==> src/rtl/core/frnn_pkg.sv <==
// Shared types, constants and state encoding for the fixed-radius neighbor search core.
package frnn_pkg;

   // Field widths fixed by the request and response formats.
   localparam int COORD_W     = 16;
   localparam int INDEX_W     = 8;
   localparam int RADIUS_W    = 35;
   localparam int COUNT_W     = 9;
   localparam int MASK_W      = 64;
   localparam int WORD_W      = 2;
   localparam int CSR_INDEX_W = 1;
   localparam int CSR_DATA_W  = RADIUS_W;

   // Index space reachable by point_index, and the mask words that cover it.
   localparam int INDEX_LIMIT = 256;
   localparam int NUM_WORDS   = INDEX_LIMIT / MASK_W;

   // Default configuration of the core.
   localparam int DEF_MAX_POINTS = 256;
   localparam int DEF_DIMS       = 2;
   localparam int DEF_COORD_BITS = 16;

   // Register reset values.
   localparam logic [COUNT_W-1:0]  POINT_COUNT_RESET = COUNT_W'(256);
   localparam logic [RADIUS_W-1:0] RADIUS_SQ_RESET   = '0;

   // Request commands.
   localparam logic CMD_LOAD  = 1'b0;
   localparam logic CMD_QUERY = 1'b1;

   // Configuration register indexes.
   localparam logic [CSR_INDEX_W-1:0] CSR_RADIUS_SQ   = 1'b0;
   localparam logic [CSR_INDEX_W-1:0] CSR_POINT_COUNT = 1'b1;

   // Request payload.
   typedef struct packed {
      logic                      command;
      logic [INDEX_W-1:0]        point_index;
      logic signed [COORD_W-1:0] coord_0;
      logic signed [COORD_W-1:0] coord_1;
      logic signed [COORD_W-1:0] coord_2;
      logic signed [COORD_W-1:0] coord_3;
   } frnn_req_type;

   // Response payload.
   typedef struct packed {
      logic [WORD_W-1:0] word_index;
      logic [MASK_W-1:0] neighbor_mask;
      logic              last_word;
   } frnn_rsp_type;

   // Control that travels with one point into the distance pipeline.
   typedef struct packed {
      logic               valid;
      logic               skip;
      logic [INDEX_W-1:0] tag;
   } frnn_job_type;

   // Verdict for one point leaving the distance pipeline.
   typedef struct packed {
      logic               valid;
      logic               hit;
      logic [INDEX_W-1:0] tag;
   } frnn_hit_type;

   // Sequencer states.
   typedef enum logic [2:0] {
      S_IDLE,
      S_QUERY,
      S_SCAN,
      S_DRAIN,
      S_EMIT
   } frnn_state_type;

endpackage

==> src/rtl/core/frnn_dist.sv <==
// Pipelined squared-distance unit: one point pair per cycle, verdict from the registered compare stage.
module frnn_dist #(
   parameter int DIMS       = frnn_pkg::DEF_DIMS,
   parameter int COORD_BITS = frnn_pkg::DEF_COORD_BITS
) (
   input  logic                             clock,
   input  logic                             reset,
   input  frnn_pkg::frnn_job_type           job,
   input  logic [DIMS*COORD_BITS-1:0]       point_a,
   input  logic [DIMS*COORD_BITS-1:0]       point_b,
   input  logic [frnn_pkg::RADIUS_W-1:0]    radius_sq,
   output frnn_pkg::frnn_hit_type           result,
   output logic                             busy
);
   import frnn_pkg::*;

   localparam int SQ_W  = 2 * COORD_BITS;
   localparam int SUM_W = SQ_W + 2;
   localparam int CMP_W = (SUM_W > RADIUS_W) ? SUM_W : RADIUS_W;

   frnn_job_type                    s1_ff, s2_ff, s3_ff;
   logic [DIMS-1:0][COORD_BITS-1:0] abs_in, abs_ff;
   logic [DIMS-1:0][SQ_W-1:0]       sq_in, sq_ff;
   logic [SUM_W-1:0]                sum_in, sum_ff;
   frnn_hit_type                    result_in, result_ff;

   // Stage 1: per-axis difference magnitude of the sign-extended coordinates.
   always_comb begin
      logic signed [COORD_BITS:0] ca;
      logic signed [COORD_BITS:0] cb;
      logic signed [COORD_BITS:0] diff;
      logic        [COORD_BITS:0] mag;
      for (int d = 0; d < DIMS; d++) begin
         ca   = {point_a[d*COORD_BITS + COORD_BITS-1], point_a[d*COORD_BITS +: COORD_BITS]};
         cb   = {point_b[d*COORD_BITS + COORD_BITS-1], point_b[d*COORD_BITS +: COORD_BITS]};
         diff = ca - cb;
         mag  = diff[COORD_BITS] ? (COORD_BITS+1)'(-diff) : diff;
         abs_in[d] = mag[COORD_BITS-1:0];
      end
   end

   // Stage 2: one multiplier per axis squares the magnitude.
   always_comb begin
      for (int d = 0; d < DIMS; d++) begin
         sq_in[d] = SQ_W'(abs_ff[d]) * SQ_W'(abs_ff[d]);
      end
   end

   // Stage 3: sum of the squares.
   always_comb begin
      sum_in = '0;
      for (int d = 0; d < DIMS; d++) begin
         sum_in = sum_in + SUM_W'(sq_ff[d]);
      end
   end

   // Stage 4: compare against the radius, never marking the queried point.
   always_comb begin
      result_in.valid = s3_ff.valid;
      result_in.tag   = s3_ff.tag;
      result_in.hit   = !s3_ff.skip && (CMP_W'(sum_ff) <= CMP_W'(radius_sq));
   end

   // Pipeline control.
   always_ff @(posedge clock) begin
      if (reset) begin
         s1_ff     <= '0;
         s2_ff     <= '0;
         s3_ff     <= '0;
         result_ff <= '0;
      end else begin
         s1_ff     <= job;
         s2_ff     <= s1_ff;
         s3_ff     <= s2_ff;
         result_ff <= result_in;
      end
   end

   // Pipeline data.
   always_ff @(posedge clock) begin
      abs_ff <= abs_in;
      sq_ff  <= sq_in;
      sum_ff <= sum_in;
   end

   assign result = result_ff;
   assign busy   = s1_ff.valid | s2_ff.valid | s3_ff.valid | result_ff.valid;

`ifndef SYNTHESIS
   a_latency: assert property (@(posedge clock) disable iff (reset)
      job.valid |-> ##4 result.valid)
      else $error("distance verdict missing four cycles after a job");
   a_no_ghost: assert property (@(posedge clock) disable iff (reset)
      !job.valid |-> ##4 !result.valid)
      else $error("distance verdict without a job");
   a_skip_clear: assert property (@(posedge clock) disable iff (reset)
      (job.valid && job.skip) |-> ##4 !result.hit)
      else $error("queried point marked as its own neighbor");
`endif

endmodule

==> config.mk <==
export PLATFORM = sky130hd
export DESIGN_NAME = frnn_dist
export DESIGN_NICKNAME = d
export VERILOG_FILES = /design/src/rtl/core/frnn_pkg.sv /design/src/rtl/core/frnn_dist.sv
export SDC_FILE = /design/constraint.sdc
export NUM_CORES = 1
export LEC_CHECK = 0
export BUFFER_PORTS_ARGS = -buffer_cell sky130_fd_sc_hd__clkbuf_2
export CAP_MARGIN = 10
export CORE_UTILIZATION = 30
export DETAILED_ROUTE_END_ITERATION = 10
export PLACE_DENSITY = 0.44
export SYNTH_ARGS = -nofsm -noshare
export SYNTH_HDL_FRONTEND = slang
export SYNTH_SLANG_ARGS = --single-unit
==> constraint.sdc <==
create_clock -name clock -period 6.7 [get_ports clock]
set_input_delay 1.34 -clock clock [delete_from_list [all_inputs] [get_ports clock]]
set_output_delay 1.34 -clock clock [all_outputs]
set_load 0.02 [all_outputs]
Yosys cells after proc, flatten, opt, wreduce, memory -nomap -nowiden
Cells that the tools add are included.
{"block": "word_totals", "regBits": 169, "in_bits": 111, "output_inout_bits": 11, "word_cells": 32}
{"block": "op_classes", "n_addsub": 5, "multipliers": 2, "n_lt_le_gt_ge": 1, "n_mux": 2, "bitwise": 3, "n_reduce_logical": 2}
{"operator": "16-bit by 16-bit multiplier with 32-bit output", "n": 2}
{"operator": "33-bit by 35-bit less-or-equal comparator with 1-bit output", "n": 1}
{"operator": "16-bit by 16-bit subtractor with 17-bit output", "n": 2}
{"operator": "32-bit by 32-bit adder with 33-bit output", "n": 1}
{"operator": "16-bit two-way mux", "n": 2}
{"operator": "16-bit negation", "n": 2}
{"operator": "1-bit OR", "n": 3}
{"operator": "1-bit logical AND", "n": 1}
{"operator": "1-bit zero test", "n": 1}

Logic depth before layout (Yosys ltp)
Gate-level depths: netlist of run 1.
{"block": "logic_depth", "ltp_word": 3, "ltp_mapped": 25, "mapped_depth_nobuf": 24}

Worst setup path before layout of run 1
Ideal clock, no wire load.
{"block": "synth_path", "path_type": "register to register", "startpoint": "register abs_ff[17] (netlist name)", "endpoint": "register sq_ff[60] (netlist name)", "setup_time_ps": 121, "t_arrival_ps": 6288, "required_time_ps": 6579, "slack_ps": 291, "path_stages_with_launch": 26, "n_path_buf": 2, "period_less_slack_ps": 6409, "cell_sequence": "dfxtp_1 clkbuf_1 clkbuf_1 nand2_1 fa_1 inv_1 ha_1 a21o_1 fa_1 inv_1 fa_1 inv_1 fa_1 inv_1 fa_1 inv_1 ha_1 and3_1 and3_1 a2111o_1 and4_1 o41a_1 o211a_1 o21ai_1 mux2i_1 nand2_1"}
{"element": "from (decl)", "line_no": "frnn_dist.sv:22", "text": "logic [DIMS-1:0][COORD_BITS-1:0] abs_in, abs_ff;"}
{"element": "from (signal assigned)", "line_no": "frnn_dist.sv:81", "text": "abs_ff <= abs_in;"}
{"element": "to (signal assigned)", "line_no": "frnn_dist.sv:82", "text": "sq_ff <= sq_in;"}
{"element": "to (decl)", "line_no": "frnn_dist.sv:23", "text": "logic [DIMS-1:0][SQ_W-1:0] sq_in, sq_ff;"}

==> results.py, run 1 <==
metrics = {
    "status": {
        "outcome": "finished, final reports clean",
    },
    "placed_design": {
        "gp_routability_congestion": 0.835,
        "io_buffer_count": 121,
        "hpwlAfterDp_um": 42600,
    },
    "floorplanning": {
        "die_area_um2": 76200,
        "coreArea_um2": 74300,
        "initial_utilization_pct": 30.3,
        "fp.dieW_um": 276,
        "ios": 122,
        "die_y_um": 276,
        "rows": 100,
    },
    "setup_path": {
        "path_max_fanout": 5,
        "cp.required_ns": 7.08,
        "startpoint_type": "flip-flop",
        "cp.arrival_ns": 6.80,
        "crit_slowest_cell": "fa_1",
        "end_kind": "flip-flop",
        "crit_type": "reg2reg",
        "path_buf_inv": 6,
        "path_cells": "and2_1 > fa_1 > inv_1 > fa_1 > inv_1 > fa_1 > inv_1 > fa_1 > inv_1 > fa_1 > inv_1 > fa_1 > inv_1 > ha_4 > and3_1 > and3_1 > a2111o_1 > and4_4 > o41a_1 > o211a_1 > nor2_1 > o21ai_1 > xor2_1",
        "critPathMaxStageDelay_ns": 0.54,
        "cp_top_family": "adder cells",
    },
    "final_layout": {
        "antennaDiodeCount": 0,
        "drive_above_1_share_pct": 9.13,
        "area_growth_pct": 12.0,
        "fin_nets": 3379,
    },
    "routing": {
        "drc": 0,
        "vias": 16400,
        "post_drt_wl_per_cell_um": 13.6,
        "ant_nets": 0,
        "dr.first_iter.drc_count": 742,
        "drt-total-wl_um": 49400,
        "vias_per_cell": 4.52,
        "firstDrtPassIters": 5,
    },
    "timing": {
        "rsz0062_at_grt": "false",
        "period_needed_ns": 6.42,
        "timing_hold_violations_final": 0,
        "setup-tns-final_ns": 0,
        "tightest_slew_ns": 0.740,
        "fin_crit_sh_pct": 95.8,
        "setup_violations": 0,
        "relSlewSlack_pct": 50.6,
        "max_freq_mhz": 156,
        "finalMaxSlewViolations": 0,
        "finClkSkew_ns": 0.0138,
    },
    "cts": {
        "cts_buffers": 17,
        "h-tree-depth": 4,
        "clkSinkCount": 167,
        "clk_pin_slew_ns": 0.08,
        "clock_latency_ns": 0.49,
        "hold_buffers": 0,
        "cts_tree": "done",
        "clk_path_buf_depth": 2,
        "root_buffer": "clkbuf_16",
    },
    "synthesis": {
        "synth_seq_area_share_pct": 14.8,
        "synth-async-reset-ratio_pct": 0,
        "synth_edf_count": 0,
        "ys_types": 72,
        "syn-cell-area_um2": 22500,
        "avgSynthCellArea_um2": 9.03,
        "ys.flop_type": "dfxtp_1",
        "ys_ff_latch": 167,
        "netlist_instances": 2494,
        "synth.net_count": 3236,
        "synth_warnings": 0,
    },
    "grt": {
        "track_usage_pct": 13.7,
        "grt_pass1_vias": 17100,
        "overflow": 0,
        "grt_util_met3_pct": 1.86,
        "grt.met1_usage_pct": 19.0,
        "grt_pass1_wl_um": 82900,
        "antenna_found_initial": 0,
        "grt_max_degree": 41,
        "met2_usage_pct": 22.5,
        "top_usage_layer": "met2",
    },
    "flow_run": {
        "maxCapViolCount": 0,
    },
    "min_path": {
        "hold_path_class": "reg2reg",
    },
}
==> path summary, 6_finish.rpt <==
path | from | end | slack, ns | cells after the start
setup / recovery | abs_ff[17] | sq_ff[62] | 0.28 | 23
hold / removal | s3_ff[8] | result[8] | 0.40 | 1
setup reg to reg | abs_ff[17] | sq_ff[62] | 0.28 | 23
hold reg to reg | s3_ff[8] | result[8] | 0.40 | 1
==> per-layer routing <==
metal / wire length [um] / up-vias
li1: - / 8112
met1: 24600 / 8055
met2: 23000 / 181
met3: 1350 / 27
met4: 468 / 0
met5: 0 / -
==> cells in the mapped netlist, types with 3 or more instances <==
| library cell | n | area share, % |
|---|---|---|
| a211oi_1 | 13 | 0.43 |
| a21boi_0 | 3 | 0.10 |
| a21o_1 | 47 | 1.6 |
| a21oi_1 | 91 | 2.0 |
| a221oi_1 | 6 | 0.23 |
| a31o_2 | 7 | 0.27 |
| a31oi_1 | 7 | 0.19 |
| and2_1 | 88 | 2.4 |
| and3_1 | 18 | 0.50 |
| clkbuf_1 | 45 | 0.75 |
| dfxtp_1 | 167 | 15 |
| fa_1 | 328 | 29 |
| ha_1 | 303 | 17 |
| inv_1 | 607 | 10 |
| mux2_2 | 3 | 0.15 |
| mux2i_1 | 4 | 0.18 |
| nand2_1 | 182 | 3.0 |
| nand2b_1 | 11 | 0.31 |
| nand3_1 | 29 | 0.64 |
| nand4_1 | 14 | 0.39 |
| nor2_1 | 89 | 1.5 |
| nor2b_1 | 64 | 1.8 |
| nor3_1 | 30 | 0.67 |
| nor3b_1 | 3 | 0.10 |
| nor4_1 | 5 | 0.14 |
| o2111ai_1 | 4 | 0.16 |
| o211a_1 | 5 | 0.22 |
| o21a_1 | 23 | 0.77 |
| o21ai_0 | 53 | 1.2 |
| o21ai_1 | 3 | 0.067 |
| o21bai_1 | 22 | 0.73 |
| o31a_1 | 6 | 0.23 |
| o31ai_1 | 12 | 0.40 |
| o41a_1 | 3 | 0.15 |
| or2_2 | 10 | 0.28 |
| or3_1 | 10 | 0.28 |
| or4_1 | 4 | 0.13 |
| xnor2_1 | 98 | 3.8 |
| xor2_1 | 37 | 1.4 |
==> flip-flops by register name, summed over array words and instances, names as in the netlist <==
register   flops
sq_ff         62
s2_ff         10
s1_ff         10
sum_ff        33
s3_ff          1
abs_ff        32
result_in      9
result        10
==> timing repair <==
item	CTS	global route
setup buffers	0	0
hold endpoints to repair	0	0
endpoints found under the setup margin	0	5
gates resized for setup	0	16
==> kinds of logic after synthesis <==
kind of cell             share of synthesized area, %
buffers and inverters                            10.9
flip-flops                                       14.8
multiplexers                                    0.328
AO/OA/AOI/OAI                                    9.98
XOR/XNOR                                         5.32
AND/OR/NAND/NOR                                  12.7
adder cells (fa/ha/maj)                          46.0
==> cell type report <==
cell class / count / area, um2
clock buffers: 17 / 425
clock inverters: 15 / 220
well taps: 969 / 1210
multi-input cells: 1675 / 16800
flip-flops and latches: 167 / 3350
fillers: 7791 / 49100
repair buffers: 169 / 973
inverters: 607 / 2280
==> placed cells by master (no fill, tap or decap), types with 18 or more instances in the layout <==
cell      Yosys  final
o21a_1       23     23
nor3_1       30     30
and2_1       88     88
xor2_1       37     37
nand3_1      29     29
dfxtp_1     167    160
xnor2_1      98     98
nand2_1     182    182
o21bai_1     22     22
a21o_1       47     47
ha_1        303    302
fa_1        328    328
o21ai_0      53     52
buf_4         0     46
and3_1       18     18
inv_1       607    607
clkbuf_2      0    121
nor2_1       89     89
a21oi_1      91     91
nor2b_1      64     64
==> metrics by stage <==
stage	cell area (um2)	utilization (%)	std cells	hold WS (ns)	setup slack [ns]
finish	25200	33.9	3619	0.399	0.282
global route	25200	33.9	3619	0.415	0.0121
CTS	25200	33.9	3619	0.410	0.139
detailed placement	24500	33.0	3587	0.396	0.146
global placement	24500	33.0	3587	0.402	0.198
floorplan	22500	-	2494	0.362	0.291
Power of run 1 is left out: the tool's default activity adds up to more than one toggle a clock period on the data nets, which glitch-free logic cannot reach.
==> run 2: changes to the inputs <==
Settings changed: SETUP_SLACK_MARGIN set to 0.3.
==> run 2 against run 1 <==
Register-to-register slack improved by 0.25 ns. Critical path depth fell by 1. Worst hold slack improved by 0.0078 ns. Largest cell class unchanged. Non-clock buffer count rose by 4. Global-route usage rose by 0.089 points. Highest routed layer unchanged.
==> results.py, run 2 (synthesis results as in run 1) <==
metrics = {
    "status": {
        "outcome": "finished, final reports clean",
    },
    "cts": {
        "hold_buffers": 0,
        "clk_pin_slew_ns": 0.07,
        "clk_path_buf_depth": 2,
        "cts_tree": "done",
        "clock_latency_ns": 0.48,
        "clkSinkCount": 167,
        "h-tree-depth": 4,
        "root_buffer": "clkbuf_16",
        "cts_buffers": 17,
    },
    "setup_path": {
        "rrSetupSlack_ns": 0.53,
        "cp.arrival_ns": 6.53,
        "path_cells": "buf_4 > and2_1 > fa_1 > inv_1 > fa_1 > inv_1 > fa_1 > fa_1 > fa_1 > inv_1 > fa_1 > inv_1 > ha_4 > a21o_1 > a21oi_1 > nor2b_1 > or2_2 > a31o_2 > o2111ai_4 > a41o_1 > or4b_1 > o311ai_0",
        "cp.required_ns": 7.06,
        "rr_worst_depth": 22,
        "crit_slowest_cell": "fa_1",
        "critPathMaxStageDelay_ns": 0.55,
        "end_kind": "flip-flop",
        "crit_type": "reg2reg",
        "startpoint_type": "flip-flop",
        "path_max_fanout": 10,
        "r2r-end": "sq_ff[30]",
        "crit_top_cell": "fa_1",
        "reg2reg_from": "abs_ff[10]",
    },
    "final_layout": {
        "drive_above_1_share_pct": 11.1,
        "final_cell_mix": "604 x inv_1, 326 x fa_1, 294 x ha_1",
        "seq_area_um2": 3390,
        "largest-register": "sq_ff",
        "area_growth_pct": 13.0,
        "fillers": 7825,
        "top_regs": "sq_ff x62, sum_ff x33, abs_ff x32",
        "layout_commonest_cell": "inv_1",
        "antennaDiodeCount": 0,
        "multi_input_area_um2": 16900,
        "largest_register_ffs": 62,
        "fin_nets": 3383,
    },
    "timing": {
        "max_freq_mhz": 162,
        "fin_crit_sh_pct": 92.1,
        "setup_violations": 0,
        "relSlewSlack_pct": 47.4,
        "setup-tns-final_ns": 0,
        "timing_hold_violations_final": 0,
        "finalMaxSlewViolations": 0,
        "period_needed_ns": 6.17,
        "rsz0062_at_grt": "true",
        "tightest_slew_ns": 0.786,
        "finClkSkew_ns": 0.0189,
    },
    "routing": {
        "vias": 16500,
        "post_drt_wl_per_cell_um": 13.8,
        "vias_per_cell": 4.55,
        "firstDrtPassIters": 5,
        "dr.first_iter.drc_count": 669,
        "drt-total-wl_um": 50200,
        "ant_nets": 0,
        "drc": 0,
    },
    "flow_run": {
        "maxCapViolCount": 0,
    },
    "floorplanning": {
        "coreArea_um2": 74300,
        "die_y_um": 276,
        "fp.dieW_um": 276,
        "initial_utilization_pct": 30.3,
        "rows": 100,
        "ios": 122,
        "die_area_um2": 76200,
    },
    "grt": {
        "grt_pass1_vias": 17100,
        "overflow": 0,
        "grt_pass1_wl_um": 83300,
        "grt_max_degree": 41,
        "antenna_found_initial": 1,
        "track_usage_pct": 13.8,
    },
    "min_path": {
        "min_from": "s3_ff[8]",
        "min_to": "result[8]",
        "hold_depth": 1,
        "hold_path_class": "reg2reg",
    },
    "placed_design": {
        "gp_routability_congestion": 0.836,
        "io_buffer_count": 121,
        "hpwlAfterDp_um": 43400,
    },
}
run 2: changes by cell type in the layout (fill, tap and decap cells not counted), sizes merged:
cell,previous run,this run
inv,613,612
clkinvlp,0,2
buf,48,52
clkinv,8,6
clkbuf,138,139
run 2: timing repair:
action	CTS	global route
endpoints found under the setup margin	3	14
hold endpoints to repair	0	0
gates resized for setup	8	77
buffers inserted	1	1
pin swaps	3	19
run 2: layout make-up:
class	instances	area share, %
multi-input combinational	1675	66.4
timing repair buffer	173	4.11
sequential	167	13.3
tap	969	4.76
clock buffer	18	1.69
inverter	607	8.95
clock inverter	14	0.732
run 2: critical path, delay by kind of cell, from the launching register on:
family	cells	cell delay, ns
AO/OA/AOI/OAI	6	1.14
adder cells (fa/ha/maj)	7	3.18
buffers and inverters	5	0.41
flip-flops	1	0.36
AND/OR/NAND/NOR	4	0.98
run 2: worst max-delay path by stage:
stage          cells past startpoint       start  slack, ns         to
2_1_floorplan                     24  abs_ff[17]       0.38  sq_ff[60]
3_3_place_gp                      22   abs_ff[3]       0.23  sq_ff[30]
3_5_place_dp                      22   abs_ff[3]       0.07  sq_ff[30]
4_1_cts                           22   abs_ff[3]       0.30  sq_ff[30]
5_1_grt                           21   abs_ff[2]       0.29  sq_ff[30]
6_report                          22  abs_ff[10]       0.53  sq_ff[30]
run 2: metrics by stage:
stage / hold WS (ns) / utilization [%] / setup WS [ns] / area [um2] / std cells
CTS: 0.414 / 33.9 / 0.301 / 25200 / 3622
detailed placement: 0.403 / 33.0 / 0.0724 / 24500 / 3589
global route: 0.422 / 34.3 / 0.292 / 25500 / 3623
global placement: 0.398 / 33.0 / 0.227 / 24500 / 3589
finish: 0.407 / 34.3 / 0.532 / 25500 / 3623
floorplan: 0.362 / - / 0.379 / 22500 / 2494
run 2: per-layer routing:
layer	track usage, %	wire, um	up-vias
met5	0	0	-
met1	19.1	24700	8114
met2	22.8	23400	241
li1	-	-	8116
met4	3.24	553	0
met3	1.64	1530	27
Power of run 2 is left out for the same reason.
==> run 3: changes to the inputs <==
Settings changed: ABC_AREA set to 1, PLACE_DENSITY 0.44 to 0.43.
==> run 3 against run 2 <==
Critical path depth is 4 lower. Clock skew grew 0.0027 ns. Synthesized cell count increased by 23%. Fmax grew 2.8%. Core utilization fell by 0.79 points. Area after synthesis rose by 5.3%. Worst hold slack worse by 0.0078 ns. Flip-flop and latch count stayed put. Register-to-register slack gained 0.17 ns. Global-route usage grew 0.79 points. Highest routed layer unchanged.
==> results.py, run 3 <==
metrics = {
    "synthesis": {
        "synth-async-reset-ratio_pct": 0,
        "ys_ff_latch": 167,
        "synth_largest_area_cell": "fa_1",
        "yosysMostFrequentCell": "inv_1",
        "synth_warnings": 0,
        "avgSynthCellArea_um2": 7.70,
        "synth_edf_count": 0,
        "yosysTopAreaCellShare_pct": 27.7,
        "netlist_instances": 3079,
        "synth.net_count": 3821,
        "syn-cell-area_um2": 23700,
        "ys_top_cells_by_count": "852 x inv_1, 634 x nand2_1, 328 x fa_1",
        "ys.flop_type": "dfxtp_1",
        "synth_seq_area_share_pct": 14.1,
        "synth_area_leaders": "fa_1 28%, ha_1 16%, dfxtp_1 14%",
        "ys_types": 45,
    },
    "grt": {
        "antenna_found_initial": 0,
        "grt_max_degree": 41,
        "grt_pass1_wl_um": 94700,
        "overflow": 0,
        "grt_pass1_vias": 18900,
        "track_usage_pct": 14.6,
    },
    "final_layout": {
        "largest_register_ffs": 62,
        "largest-register": "sq_ff",
        "multi_input_area_um2": 16900,
        "drive_above_1_share_pct": 6.36,
        "seq_area_um2": 3350,
        "final_cell_mix": "852 x inv_1, 634 x nand2_1, 328 x fa_1",
        "top_regs": "sq_ff x62, sum_ff x33, abs_ff x32",
        "layout_commonest_cell": "inv_1",
        "area_growth_pct": 9.88,
        "fin_nets": 3907,
        "antennaDiodeCount": 0,
        "fillers": 8465,
    },
    "timing": {
        "period_needed_ns": 6.00,
        "hold_slack_ns": 0.399,
        "finClkSkew_ns": 0.0216,
        "fin_crit_sh_pct": 89.5,
        "setup_violations": 0,
        "finalMaxSlewViolations": 0,
        "setup-tns-final_ns": 0,
        "tightest_slew_ns": 0.841,
        "rsz0062_at_grt": "false",
        "max_freq_mhz": 167,
        "relSlewSlack_pct": 43.9,
        "timing_hold_violations_final": 0,
    },
    "floorplanning": {
        "initial_utilization_pct": 30.5,
        "die_area_um2": 80200,
        "ios": 122,
        "fp.dieW_um": 283,
        "coreArea_um2": 77800,
        "rows": 102,
        "die_y_um": 283,
    },
    "setup_path": {
        "crit_type": "reg2reg",
        "cp.required_ns": 7.04,
        "cp.arrival_ns": 6.34,
        "reg2reg_from": "abs_ff[29]",
        "path_max_fanout": 10,
        "rrSetupSlack_ns": 0.70,
        "startpoint": "abs_ff[29]",
        "end_kind": "flip-flop",
        "startpoint_type": "flip-flop",
    },
    "routing": {
        "vias_per_cell": 4.25,
        "post_drt_wl_per_cell_um": 13.2,
        "ant_nets": 0,
        "drt-total-wl_um": 55600,
        "vias": 17900,
        "drc": 0,
        "firstDrtPassIters": 5,
        "dr.first_iter.drc_count": 536,
    },
    "cts": {
        "root_buffer": "clkbuf_16",
        "clock_latency_ns": 0.48,
        "clk_pin_slew_ns": 0.07,
        "h-tree-depth": 4,
        "clkSinkCount": 167,
        "hold_buffers": 0,
        "clk_path_buf_depth": 2,
        "postCtsSetupBuffers": 0,
        "cts_buffers": 17,
        "cts_tree": "done",
    },
    "min_path": {
        "min_from": "s2_ff[6]",
        "hold_path_class": "reg2reg",
    },
    "placed_design": {
        "gp_routability_congestion": 0.836,
        "io_buffer_count": 121,
        "hpwlAfterDp_um": 48900,
    },
    "status": {
        "outcome": "finished, final reports clean",
    },
    "flow_run": {
        "maxCapViolCount": 0,
    },
}
[run 3: changes by cell type after synthesis, sizes merged, moves of 33 or more]
cell	before	now
nor2b	64	0
nand2	182	642
nand3	29	84
a21o	47	14
xor2	37	90
nor2	89	192
and2	88	2
inv	607	852
a21oi	91	130
xnor2	99	40
[run 3: kinds of logic after synthesis]
family	synth area share [%]
buf+inv	14.6
flops	14.1
simple gates	16.6
compound gates	6.07
xor+xnor	4.90
fa+ha+maj	43.7
[run 3: layout make-up]
class	count	area share [%]
Multi-Input combinational cell	1993	64.9
Sequential cell	167	12.9
Inverter	852	12.3
Tap cell	1040	5.00
Timing Repair Buffer	134	2.70
Clock buffer	21	1.81
Clock inverter	10	0.456
[run 3: layer usage]
layer / global-route usage [%] / routed length (um)
met1: 20.1 / 27800
met2: 24.4 / 25700
met3: 1.76 / 1450
met4: 3.31 / 705
met5: 0 / 0
[run 3: path summary, 6_finish.rpt]
kind,to,depth (start not counted)
worst min-delay path,result_in[6],2
worst max-delay path,sq_ff[58],18
worst max register to register,sq_ff[58],18
worst min register to register,result_in[6],2
[run 3: critical path, stage by stage (launching register included)]
cell and delay, ns:
dfxtp_1 0.58, buf_4 0.29, nand2_1 0.11, fa_1 0.53
fa_1 0.56, inv_1 0.06, fa_1 0.53, fa_1 0.45
fa_1 0.55, inv_1 0.05, fa_1 0.52, inv_1 0.04
ha_1 0.36, a21oi_1 0.22, o21a_1 0.20, o21ai_0 0.09
a21oi_1 0.36, o21ai_0 0.17, xor2_1 0.17
[run 3: timing repair]
item,4_1_cts,5_1_grt
resized for setup,0,9
hold endpoints to repair,0,0
endpoints found under the setup margin,0,3
[run 3: stage by stage]
stage | std cells | utilization, % | setup WS, ns | instance area, um2
6_report | 4217 | 33.5 | 0.700 | 26100
5_1_grt | 4217 | 33.5 | 0.304 | 26100
4_1_cts | 4217 | 33.4 | 0.619 | 26000
3_5_place_dp | 4186 | 32.7 | 0.637 | 25400
3_3_place_gp | 4186 | 32.7 | 0.610 | 25400
2_1_floorplan | 3079 | - | 1.12 | 23700
Power of run 3 is left out for the same reason.
